==> config.mk <==
export PLATFORM = sky130hd
export DESIGN_NAME = msb_first_bit_reader_top_flat
export DESIGN_NICKNAME = d
export VERILOG_FILES = /design/src/hw/rtl/mbr_pkg.sv /design/src/hw/rtl/mbr_in_if.sv /design/src/hw/rtl/mbr_out_if.sv /design/src/hw/rtl/mbr_cmd_if.sv /design/src/hw/rtl/mbr_front.sv /design/src/hw/rtl/mbr_cmdq.sv /design/src/hw/rtl/mbr_back.sv /design/src/hw/rtl/msb_first_bit_reader_top.sv /design/src/flat_wrapper.sv
export SDC_FILE = /design/constraint.sdc
export NUM_CORES = 1
export LEC_CHECK = 0
export BUFFER_PORTS_ARGS = -buffer_cell sky130_fd_sc_hd__clkbuf_2
export CAP_MARGIN = 10
export CORE_MARGIN = 2
export CORE_UTILIZATION = 67
export DETAILED_ROUTE_END_ITERATION = 8
export GPL_TIMING_DRIVEN = 0
export PLACE_DENSITY = 0.86
export REMOVE_ABC_BUFFERS = 1
export SLEW_MARGIN = 10
export SYNTH_ARGS = -nofsm -noshare
export SYNTH_HDL_FRONTEND = slang
export SYNTH_SLANG_ARGS = --single-unit
==> constraint.sdc <==
create_clock -name clk -period 16.4 [get_ports clk]
set_clock_uncertainty 0.2 [all_clocks]
set_input_delay 1.64 -clock clk [delete_from_list [all_inputs] [get_ports clk]]
set_output_delay 1.64 -clock clk [all_outputs]
set_load 0.02 [all_outputs]
==> src/hw/rtl/mbr_pkg.sv <==
package mbr_pkg;

  localparam int unsigned BUF_BYTES     = 16;
  localparam int unsigned MAX_READ_BITS = 32;

  localparam int unsigned BUF_AW   = (BUF_BYTES > 1) ? $clog2(BUF_BYTES) : 1;
  localparam int unsigned CNT_W    = $clog2(BUF_BYTES + 1);
  localparam int unsigned UNREAD_W = $clog2(BUF_BYTES * 8 + 1);
  localparam int unsigned REM_W    = $clog2(MAX_READ_BITS + 1);
  localparam int unsigned VALUE_W  = 32;

  typedef enum logic [1:0] {
    ST_OK        = 2'd0,
    ST_BADCOUNT  = 2'd1,
    ST_UNDERFLOW = 2'd2,
    ST_FULL      = 2'd3
  } status_t;

  typedef enum logic [1:0] {
    CMD_PUSH,
    CMD_READ,
    CMD_BAD
  } cmd_kind_t;

  typedef enum logic {
    BK_IDLE,
    BK_TAKE
  } back_state_t;

  typedef struct packed {
    cmd_kind_t   kind;
    logic [7:0]  data;
    logic [5:0]  n;
  } cmd_t;

  function automatic logic [BUF_AW-1:0] next_idx(input logic [BUF_AW-1:0] idx);
    return (idx == BUF_AW'(BUF_BYTES - 1)) ? '0 : idx + BUF_AW'(1);
  endfunction

  function automatic logic [UNREAD_W-1:0] unread(input logic [CNT_W-1:0] cnt,
                                                 input logic [2:0] pos);
    return (UNREAD_W'(cnt) << 3) - UNREAD_W'(pos);
  endfunction

  function automatic logic [7:0] sat8(input logic [UNREAD_W-1:0] u);
    logic [7:0] r;
    if (u > UNREAD_W'(255) && UNREAD_W > 8) begin
      r = 8'hFF;
    end else begin
      r = u[7:0];
    end
    return r;
  endfunction

endpackage

==> src/hw/rtl/mbr_in_if.sv <==
interface mbr_in_if;
  logic       valid;
  logic       ready;
  logic       op;
  logic [7:0] byte_in;
  logic [5:0] n_bits;

  modport source (output valid, output op, output byte_in, output n_bits, input ready);
  modport sink (input valid, input op, input byte_in, input n_bits, output ready);
endinterface

==> src/hw/rtl/mbr_out_if.sv <==
interface mbr_out_if;
  logic                    valid;
  logic                    ready;
  logic [31:0]             value;
  mbr_pkg::status_t        status;
  logic [7:0]              bits_left;

  modport source (output valid, output value, output status, output bits_left, input ready);
  modport sink (input valid, input value, input status, input bits_left, output ready);
endinterface

==> src/hw/rtl/mbr_cmd_if.sv <==
interface mbr_cmd_if;
  logic          valid;
  logic          ready;
  mbr_pkg::cmd_t cmd;

  modport source (output valid, output cmd, input ready);
  modport sink (input valid, input cmd, output ready);
endinterface

==> src/hw/rtl/mbr_front.sv <==
module mbr_front (
  input logic         clk,
  input logic         rst,
  mbr_in_if.sink      req,
  mbr_cmd_if.source   cmd
);

  logic          hold_valid;
  mbr_pkg::cmd_t hold;
  mbr_pkg::cmd_t classified;
  logic          bad_count;

  always_comb begin
    bad_count       = (req.n_bits == 6'd0) || (req.n_bits > mbr_pkg::MAX_READ_BITS);
    classified.data = req.byte_in;
    classified.n    = req.n_bits;
    if (!req.op) begin
      classified.kind = mbr_pkg::CMD_PUSH;
    end else if (bad_count) begin
      classified.kind = mbr_pkg::CMD_BAD;
    end else begin
      classified.kind = mbr_pkg::CMD_READ;
    end
  end

  assign req.ready = !hold_valid || cmd.ready;
  assign cmd.valid = hold_valid;
  assign cmd.cmd   = hold;

  always_ff @(posedge clk) begin
    if (rst) begin
      hold_valid <= 1'b0;
    end else if (req.ready) begin
      hold_valid <= req.valid;
    end
  end

  always_ff @(posedge clk) begin
    if (req.ready && req.valid) begin
      hold <= classified;
    end
  end

endmodule

==> src/hw/rtl/mbr_cmdq.sv <==
module mbr_cmdq (
  input logic        clk,
  input logic        rst,
  mbr_cmd_if.sink    enq,
  mbr_cmd_if.source  deq
);

  mbr_pkg::cmd_t slots [2];
  logic          wr_ptr;
  logic          rd_ptr;
  logic [1:0]    cnt;
  logic          push;
  logic          pop;

  assign enq.ready = (cnt != 2'd2);
  assign deq.valid = (cnt != 2'd0);
  assign deq.cmd   = slots[rd_ptr];
  assign push      = enq.valid && enq.ready;
  assign pop       = deq.valid && deq.ready;

  always_ff @(posedge clk) begin
    if (rst) begin
      wr_ptr <= 1'b0;
      rd_ptr <= 1'b0;
      cnt    <= 2'd0;
    end else begin
      if (push) begin
        wr_ptr <= !wr_ptr;
      end
      if (pop) begin
        rd_ptr <= !rd_ptr;
      end
      case ({push, pop})
        2'b10:   cnt <= cnt + 2'd1;
        2'b01:   cnt <= cnt - 2'd1;
        default: cnt <= cnt;
      endcase
    end
  end

  always_ff @(posedge clk) begin
    if (push) begin
      slots[wr_ptr] <= enq.cmd;
    end
  end

endmodule

==> src/hw/rtl/mbr_back.sv <==
module mbr_back (
  input logic        clk,
  input logic        rst,
  mbr_cmd_if.sink    cmd,
  mbr_out_if.source  rsp
);

  localparam int unsigned AW   = mbr_pkg::BUF_AW;
  localparam int unsigned CW   = mbr_pkg::CNT_W;
  localparam int unsigned RW   = mbr_pkg::REM_W;
  localparam int unsigned VW   = mbr_pkg::VALUE_W;

  logic [7:0]                mem [mbr_pkg::BUF_BYTES];
  logic [7:0]                rd_data;
  logic [AW-1:0]             rd_addr;
  logic                      wr_en;

  mbr_pkg::back_state_t      state, state_next;
  logic [AW-1:0]             head, head_next;
  logic [AW-1:0]             tail, tail_next;
  logic [CW-1:0]             count, count_next;
  logic [2:0]                bitpos, bitpos_next;
  logic [RW-1:0]             rem, rem_next;
  logic [VW-1:0]             acc, acc_next;

  logic                      out_valid;
  logic [VW-1:0]             out_value;
  mbr_pkg::status_t          out_status;
  logic [7:0]                out_left;

  logic                      load_out;
  logic [VW-1:0]             res_value;
  mbr_pkg::status_t          res_status;
  logic [7:0]                res_left;

  logic                      free;
  logic                      pop;
  logic                      under;
  logic [mbr_pkg::UNREAD_W-1:0] unread_now;
  logic [3:0]                avail;
  logic [3:0]                take;
  logic [7:0]                aligned;
  logic [7:0]                chunk;
  logic                      byte_done;

  assign free       = !out_valid || rsp.ready;
  assign cmd.ready  = free && (state == mbr_pkg::BK_IDLE);
  assign pop        = cmd.valid && cmd.ready;
  assign unread_now = mbr_pkg::unread(count, bitpos);
  assign under      = cmd.cmd.n > unread_now;

  assign avail     = 4'd8 - {1'b0, bitpos};
  assign take      = (rem < RW'(avail)) ? rem[3:0] : avail;
  assign aligned   = rd_data << bitpos;
  assign chunk     = aligned >> (4'd8 - take);
  assign byte_done = (take == avail);

  assign rsp.valid     = out_valid;
  assign rsp.value     = out_value;
  assign rsp.status    = out_status;
  assign rsp.bits_left = out_left;

  always_comb begin
    state_next = state;
    case (state)
      mbr_pkg::BK_IDLE: begin
        if (pop && cmd.cmd.kind == mbr_pkg::CMD_READ && !under) begin
          state_next = mbr_pkg::BK_TAKE;
        end
      end
      mbr_pkg::BK_TAKE: begin
        if (rem == RW'(take)) begin
          state_next = mbr_pkg::BK_IDLE;
        end
      end
      default: state_next = mbr_pkg::BK_IDLE;
    endcase
  end

  always_comb begin
    head_next   = head;
    tail_next   = tail;
    count_next  = count;
    bitpos_next = bitpos;
    rem_next    = rem;
    acc_next    = acc;
    rd_addr     = head;
    wr_en       = 1'b0;
    load_out    = 1'b0;
    res_value   = '0;
    res_status  = mbr_pkg::ST_OK;
    res_left    = mbr_pkg::sat8(unread_now);
    case (state)
      mbr_pkg::BK_IDLE: begin
        if (pop) begin
          case (cmd.cmd.kind)
            mbr_pkg::CMD_PUSH: begin
              load_out = 1'b1;
              if (count == CW'(mbr_pkg::BUF_BYTES)) begin
                res_status = mbr_pkg::ST_FULL;
              end else begin
                wr_en      = 1'b1;
                tail_next  = mbr_pkg::next_idx(tail);
                count_next = count + CW'(1);
                res_left   = mbr_pkg::sat8(mbr_pkg::unread(count_next, bitpos));
              end
            end
            mbr_pkg::CMD_READ: begin
              if (under) begin
                load_out   = 1'b1;
                res_status = mbr_pkg::ST_UNDERFLOW;
              end else begin
                rem_next = RW'(cmd.cmd.n);
                acc_next = '0;
              end
            end
            default: begin
              load_out   = 1'b1;
              res_status = mbr_pkg::ST_BADCOUNT;
            end
          endcase
        end
      end
      mbr_pkg::BK_TAKE: begin
        acc_next = (acc << take) | VW'(chunk);
        rem_next = rem - RW'(take);
        if (byte_done) begin
          bitpos_next = 3'd0;
          head_next   = mbr_pkg::next_idx(head);
          count_next  = count - CW'(1);
        end else begin
          bitpos_next = bitpos + take[2:0];
        end
        rd_addr = head_next;
        if (rem_next == '0) begin
          load_out  = 1'b1;
          res_value = acc_next;
          res_left  = mbr_pkg::sat8(mbr_pkg::unread(count_next, bitpos_next));
        end
      end
      default: begin
        rd_addr = head;
      end
    endcase
  end

  always_ff @(posedge clk) begin
    if (wr_en) begin
      mem[tail] <= cmd.cmd.data;
    end
    rd_data <= mem[rd_addr];
  end

  always_ff @(posedge clk) begin
    if (rst) begin
      state     <= mbr_pkg::BK_IDLE;
      head      <= '0;
      tail      <= '0;
      count     <= '0;
      bitpos    <= 3'd0;
      out_valid <= 1'b0;
    end else begin
      state  <= state_next;
      head   <= head_next;
      tail   <= tail_next;
      count  <= count_next;
      bitpos <= bitpos_next;
      if (load_out) begin
        out_valid <= 1'b1;
      end else if (rsp.ready) begin
        out_valid <= 1'b0;
      end
    end
  end

  always_ff @(posedge clk) begin
    rem <= rem_next;
    acc <= acc_next;
    if (load_out) begin
      out_value  <= res_value;
      out_status <= res_status;
      out_left   <= res_left;
    end
  end

  a_count_bound: assert property (@(posedge clk) disable iff (rst)
    count <= CW'(mbr_pkg::BUF_BYTES))
    else $error("byte count above capacity");

  a_pos_needs_byte: assert property (@(posedge clk) disable iff (rst)
    (bitpos != 3'd0) |-> (count != '0))
    else $error("bit position set with empty store");

  a_take_out_empty: assert property (@(posedge clk) disable iff (rst)
    (state == mbr_pkg::BK_TAKE) |-> !out_valid)
    else $error("result pending during read");

  a_take_rem: assert property (@(posedge clk) disable iff (rst)
    (state == mbr_pkg::BK_TAKE) |-> (rem != '0))
    else $error("read running with no bits left to take");

endmodule

==> src/hw/rtl/msb_first_bit_reader_top.sv <==
// Items pass a front register that classifies them and a two-entry command queue; the back
// end registers the result of a push, bad count, underflow or full item on accept. A read
// item holds the back end in its take state, one byte of the store read per cycle, until
// its last bit is taken. Throughput: one push or error item per cycle while the result register is free.
// Reset (rst, synchronous) empties the store, clears the bit position and both queues;
// store contents stay undefined until pushed.
module msb_first_bit_reader_top (
  input logic        clk,
  input logic        rst,
  mbr_in_if.sink     req,
  mbr_out_if.source  rsp
);

  mbr_cmd_if front_cmd ();
  mbr_cmd_if back_cmd ();

  mbr_front u_front (
    .clk (clk),
    .rst (rst),
    .req (req),
    .cmd (front_cmd)
  );

  mbr_cmdq u_cmdq (
    .clk (clk),
    .rst (rst),
    .enq (front_cmd),
    .deq (back_cmd)
  );

  mbr_back u_back (
    .clk (clk),
    .rst (rst),
    .cmd (back_cmd),
    .rsp (rsp)
  );

endmodule

==> src/flat_wrapper.sv <==
// flat-port wrapper written by rule: the top's interface ports become plain ports
module msb_first_bit_reader_top_flat 
  (clk, rst, req_valid, req_op, req_byte_in, req_n_bits, req_ready, rsp_valid, rsp_value, rsp_status, rsp_bits_left, rsp_ready);
  mbr_in_if req_i ();
  mbr_out_if rsp_i ();
  input logic clk;
  input logic rst;
  input wire logic [$bits(req_i.valid)-1:0] req_valid;
  input wire logic [$bits(req_i.op)-1:0] req_op;
  input wire logic [$bits(req_i.byte_in)-1:0] req_byte_in;
  input wire logic [$bits(req_i.n_bits)-1:0] req_n_bits;
  output wire logic [$bits(req_i.ready)-1:0] req_ready;
  output wire logic [$bits(rsp_i.valid)-1:0] rsp_valid;
  output wire logic [$bits(rsp_i.value)-1:0] rsp_value;
  output wire logic [$bits(rsp_i.status)-1:0] rsp_status;
  output wire logic [$bits(rsp_i.bits_left)-1:0] rsp_bits_left;
  input wire logic [$bits(rsp_i.ready)-1:0] rsp_ready;
  assign req_i.valid = req_valid;
  assign req_i.op = req_op;
  assign req_i.byte_in = req_byte_in;
  assign req_i.n_bits = req_n_bits;
  assign req_ready = req_i.ready;
  assign rsp_valid = rsp_i.valid;
  assign rsp_value = rsp_i.value;
  assign rsp_status = rsp_i.status;
  assign rsp_bits_left = rsp_i.bits_left;
  assign rsp_i.ready = rsp_ready;
  msb_first_bit_reader_top u_core (.clk(clk), .rst(rst), .req(req_i), .rsp(rsp_i));
endmodule
Word-level counts from Yosys, hierarchy flattened
Memory sizes are Yosys's and may differ from the RTL's. A register that Yosys moved wholly into a read port is not among the register bits. Index checks and enable logic that the tools add are counted.

Output and inout port bits: 44. Memory bits (writable): 160. Memories kept: 2. Input port bits: 19. Bits in registers: 119.

Multiplexer cells: 51. Reduce and logical (&&, ||, !) cells: 25. $add $sub $neg: 13. Magnitude comparators: 3. Equality and inequality tests: 14. Shift-type cells: 3. Bitwise gates (word level): 4.

Memory list: u_core.u_back.mem (depth 16, bits a word 8, rd ports 1, clocked after memory_dff 1, wr ports 1, line mbr_back.sv:13) `logic [7:0] mem [mbr_pkg::BUF_BYTES];`; u_core.u_cmdq.slots (depth 2, bits a word 16, rd ports 1, clocked after memory_dff 1, wr ports 1, line mbr_cmdq.sv:8) `mbr_pkg::cmd_t slots [2];`.

Operator list (number): two-way mux 32 bit (3); one-hot mux 32 bit (2 select lines) (1); two-way mux 8 bit (4); bitwise OR 32 x 8 -> 32 bit (1); left shift 32 x 4 -> 32 bit (1); two-way mux 5 bit (5); subtractor 8 x 3 -> 8 bit (3); two-way mux 4 bit (5); two-way mux 1 bit (18); two-way mux 6 bit (3); one-hot mux 8 bit (2 select lines) (1); logical NOT 6 bit (2); one-hot mux 6 bit (2 select lines) (1); one-hot mux 5 bit (2 select lines) (1); adder 4 x 1 -> 4 bit, second input constant (2); equality test 4 bit, second input constant (2); greater-than comparator 6 x 8 -> 1 bit (1); inequality test 2 bit, second input constant (4); one-hot mux 2 bit (2 select lines) (2); left shift 8 x 3 -> 8 bit (1); right shift 8 x 4 -> 8 bit (1); equality test 6 x 4 -> 1 bit (1); greater-than comparator 6 bit, second input constant (1); logical AND 1 bit (6); 26 further kinds (43).

Longest topological paths before layout
Depth after elaboration: 9. Mapped depth: 22. Gate-level depth less buffers: 18.

Cells and area by module
Synthesis repeated with hierarchy kept, for this count alone.

Cell total of the unflattened synthesis: 1099. Area, all modules: 14342.5 µm².

By module, submodules not included: mbr_back (seq. area each 6766.5 µm², area each 12394.4 µm², instances 1, cells each 998); mbr_cmdq (seq. area each 1061.0 µm², area each 1373.8 µm², instances 1, cells each 74); mbr_front (seq. area each 500.5 µm², area each 574.3 µm², instances 1, cells each 27).

Worst setup path before layout
Ideal clock, no wire load.

Kind: register to register. From: register u_core.u_back.bitpos[0]. To: register u_core.u_back.out_left[0] (netlist: u_core.u_back.rsp.bits_left[0]), enable pin. Required time: 15.421 ns. Data arrival time: 6.032 ns. Cell stages (with the launch flop): 22. Path slack: 9.389 ns. Cells stage by stage: dfxtp_1 > buf_4 > clkbuf_1 > inv_1 > ha_1 > inv_1 > ha_1 > a211o_1 > and4_4 > nor2_1 > o21ai_1 > clkinv_1 > clkbuf_1 > ha_1 > clkbuf_1 > or4_1 > o211a_1 > o211ai_1 > and4b_1 > nand2_1 > buf_2 > o21ai_0.

Word-level cells in the longest chain between the ends: 7.

RTL lines: start, declared (line mbr_back.sv:22) `logic [2:0] bitpos, bitpos_next;`; start signal, assigned (line mbr_back.sv:167) `bitpos <= bitpos_next;`; subtractor 4 x 3 -> 4 bit (line mbr_back.sv:52) `assign avail = 4'd8 - {1'b0, bitpos};`; less-than comparator 6 x 4 -> 1 bit (line mbr_back.sv:53) `assign take = (rem < RW'(avail)) ? rem[3:0] : avail;`; two-way mux 4 bit (line mbr_back.sv:53); subtractor 6 x 4 -> 6 bit (line mbr_back.sv:126) `rem_next = rem - RW'(take);`; logical NOT 6 bit (line mbr_back.sv:135) `if (rem_next == '0) begin`; two-way mux 1 bit (line mbr_back.sv:135); one-hot mux 1 bit (2 select lines) (*) (line mbr_back.sv:93) `case (state)`; via u_core.u_back.load_out (line mbr_back.sv:31) `logic load_out;`; end signal, assigned (line mbr_back.sv:182) `out_left <= res_left;`; end, declared (line mbr_back.sv:29) `logic [7:0] out_left;`.

The timed path passes the listed nets; every way through them passes the cells marked *. A chain may end at the register's enable or synchronous reset.

Worst setup path in the final report
From: register u_core.u_back.bitpos[0]. To: register u_core.u_back.out_value[4] (netlist: u_core.u_back.rsp.value[4]), enable pin.

Word-level cells in the longest chain between the ends: 7.

RTL lines: subtractor 4 x 3 -> 4 bit (line mbr_back.sv:52); less-than comparator 6 x 4 -> 1 bit (line mbr_back.sv:53); two-way mux 4 bit (line mbr_back.sv:53); subtractor 6 x 4 -> 6 bit (line mbr_back.sv:126); logical NOT 6 bit (line mbr_back.sv:135); two-way mux 1 bit (line mbr_back.sv:135); one-hot mux 1 bit (2 select lines) (*) (line mbr_back.sv:93); via u_core.u_back.load_out (line mbr_back.sv:31); end signal, assigned (line mbr_back.sv:180) `out_value <= res_value;`; end, declared (line mbr_back.sv:27) `logic [VW-1:0] out_value;`.

Marked as above.

==> out/results.ini <==
[run_status]
status = finished, final reports clean

[final_layout]
layout.nets = 1234
instances_no_fill = 1485
fill_cells = 1262
multi_input_area_mm2 = 0.00583
diodes = 0
register_area_mm2 = 0.00833
layout-drive-gt1-share_pct = 17.5
area_growth_pct = 10.4

[global_route]
grt_antenna_before_repair = 0
grt_max_degree = 55
grt_pass1_wl_mm = 50.6
first_global_vias = 9414
grt_overflow = 0
grt_use_total_pct = 28.7

[routing]
drcViolationCount = 0
via_per_inst = 6.67
dr.pass1.iters = 5
antenna_left = 0
drt_iter0_markers = 1123
wl_mm = 32.5
via_count = 9912
post_drt_wl_per_cell_um = 21.9

[synthesis]
syn_inst = 1158
synth_top_family_by_area = multiplexers
synth_compound_area_share_pct = 8.76
synthesis.area_mm2 = 0.0145
synthAdderAreaFrac_pct = 2.29
synthXorXnorAreaFrac_pct = 2.45
synthArstFlopShare_pct = 0
ys_warn_count = 0
syn_avg_cell_area_um2 = 12.6
synth_mux_area_share_pct = 15.1
synth_ff_type = edfxtp_1
ys_types = 84
seq_area_frac_synth_pct = 57.3
synth_edf_count = 256
yosys.area_share.simple_pct = 11.1
ys_ff_latch = 288

[clock_tree]
cts_tree = done
htree_levels = 1
cts_num_sinks = 288
clockBufferDepth = 3
cts.clk_slew.worst_paths_ns = 0.06
cts_post_setup_buffers_inserted = 0
insertion_delay_ns = 0.56
hold_buffers = 0
cts_resized = 0
cts-root-buf = clkbuf_16
cts_buffers = 28

[timing]
max_freq_ghz = 0.118
slew_headroom_pct = 18.8
grt_setup_unrepaired = false
finalCritPeriodShare_pct = 51.7
setup-tns-final_ns = 0
maxSlewViolCount = 0
fin_crit_ns = 8.48
finalHoldViolCount = 0
tightest_slew_ns = 1.21
setup_violations = 0

[worst_setup_path]
crit_arrival_ns = 8.53
crit_fanout = 29
cp-end-kind = flop
worst_ep_required_time_ns = 16.45
cp-start-kind = flop
path_class = reg -> reg
r2r_slack_ns = 7.92

[pwr]
combPwrFrac_pct = 32.4
p_int_mw = 1.63
ir_drop_uv = 109
p_sw_mw = 0.855
swShare_pct = 34.4
powerDensity_mw_per_mm2 = 155
seqPwrFrac_pct = 41.1
p_leak_nw = 5.60
pwr-share-clk_pct = 26.6

[floorplanning]
dieWidth_um = 151
die-area_mm2 = 0.0229
core.rowCount = 53
core_area_mm2 = 0.0212
dieHeight_um = 151
io_pins = 63
start_util_pct = 68.8

[place]
place_congestion = 0.897
port_buffers = 62
post-dp-hpwl_mm = 21.1
placed_cells = 1434

[job]
maxCapViolations = 0

[worst_hold_path]
hold_class = reg -> reg

layout by cell type (no fill, tap or decap), types with 11 or more instances in the layout:
master and n:
dfxtp_1 31, o211ai_1 35, mux2_2 62, clkbuf_2 62
xnor2_1 29, mux2i_1 124, and3_1 13, nor2_1 82
mux4_2 11, ha_1 25, a21oi_1 24, o21ai_0 22
nand3_1 25, nand2_1 103, edfxtp_1 256, inv_1 22
nand4_1 12, and2_1 19, nor2b_1 14, nor3_1 22
clkbuf_16 30
area by class of cell:
class / instances / area share [%]
sequential: 288 / 51.9
multi-input combinational: 774 / 36.3
clock buffer: 36 / 4.88
timing repair buffer: 70 / 3.04
tap: 275 / 2.14
clock inverter: 15 / 1.11
inverter: 27 / 0.639
final timing paths:
check	end	cells after the start	startpoint
setup / recovery	u_core.u_back.rsp.value[4]	17	u_core.u_back.bitpos[0]
hold / removal	u_core.u_cmdq.slots[1][14]	0	u_core.u_front.cmd.cmd[14]
setup reg to reg	u_core.u_back.rsp.value[4]	17	u_core.u_back.bitpos[0]
hold reg to reg	u_core.u_cmdq.slots[1][14]	0	u_core.u_front.cmd.cmd[14]
logic make-up after synthesis:
| family | count (synthesis) |
|---|---|
| AO/OA/AOI/OAI | 176 |
| adder cells (fa/ha/maj) | 26 |
| buffers and inverters | 96 |
| multiplexers | 198 |
| flip-flops | 288 |
| AND/OR/NAND/NOR | 335 |
| XOR/XNOR | 39 |
flip-flops by register name (all words and copies together), names as in the netlist, named ones only:
signal	count
u_core.u_back.mem	128
u_core.u_back.count	5
u_core.u_front.cmd.cmd	16
u_core.u_back.head	4
u_core.u_cmdq.cnt	2
u_core.u_back.rsp.value	32
u_core.u_cmdq.slots	32
u_core.u_cmdq.wr_ptr	1
u_core.u_front.cmd.valid	1
u_core.u_back.rsp.status	2
u_core.u_back.rsp.bits_left	8
u_core.u_back.state	1
u_core.u_cmdq.rd_ptr	1
u_core.u_back.rem	6
u_core.u_back.rd_data	8
u_core.u_back.tail	4
u_core.u_back.rsp.valid	1
u_core.u_back.acc	32
u_core.u_back.bitpos	3
critical path, stage by stage (launching register included):
cell	delay, ns
dfxtp_1	0.82
inv_1	0.22
ha_1	0.54
inv_1	0.14
ha_1	0.34
a211o_1	0.17
and4_4	0.27
nor2_1	0.08
o21ai_2	0.60
buf_8	0.24
clkinv_1	0.71
ha_1	0.60
or3_1	0.41
o311ai_1	0.39
and4b_1	0.83
nand2_1	0.78
o21ai_4	0.52
buf_12	0.27
synth_stat cells (16+ instances only):
library cell	instances	share of area [%]
edfxtp_1	256	53
nand2_1	105	2.7
ha_1	25	2.2
nor2_1	83	2.1
mux2i_1	124	8.5
inv_1	22	0.57
o21ai_0	23	0.79
o211ai_1	35	1.8
a21oi_1	25	0.86
mux2_2	63	4.9
nand3_1	25	0.86
xnor2_1	29	1.7
clkbuf_1	36	0.93
buf_2	16	0.55
nor3_1	25	0.86
dfxtp_1	32	4.4
and2_1	19	0.82
metal layers:
metal	vias up	share of wire (%)	GRT usage [%]
li1	4454	-	-
met3	70	9.4	4.34
met5	-	0	0
met1	4799	40	40.3
met2	589	48	47.4
met4	0	2.3	7.29
power by group through the flow:
| stage | combinational, mW | sequential (mW) | clock, mW |
|---|---|---|---|
| after floorplan | 0.481 | 1.09 | 0 |
| after global placement | 0.730 | 1.04 | 0 |
| after detailed placement | 0.779 | 1.03 | 0 |
| after CTS | 0.790 | 1.02 | 0.666 |
| after global routing | 0.866 | 1.03 | 0.691 |
| final | 0.803 | 1.02 | 0.660 |
stage by stage:
step | worst slack (ns) | util, % | cell area, um^2 | hold slack, ns | power, mW
3_5_place_dp | 8.19 | 71.3 | 15100 | 0.230 | 1.81
5_1_grt | 7.56 | 75.9 | 16100 | 0.255 | 2.59
6_report | 7.92 | 75.9 | 16100 | 0.251 | 2.48
3_3_place_gp | 4.74 | 70.3 | 14900 | 0.222 | 1.77
4_1_cts | 8.13 | 75.8 | 16000 | 0.250 | 2.47
2_1_floorplan | 8.06 | - | 14200 | 0.221 | 1.57
Power figures use the tool's default switching activity.
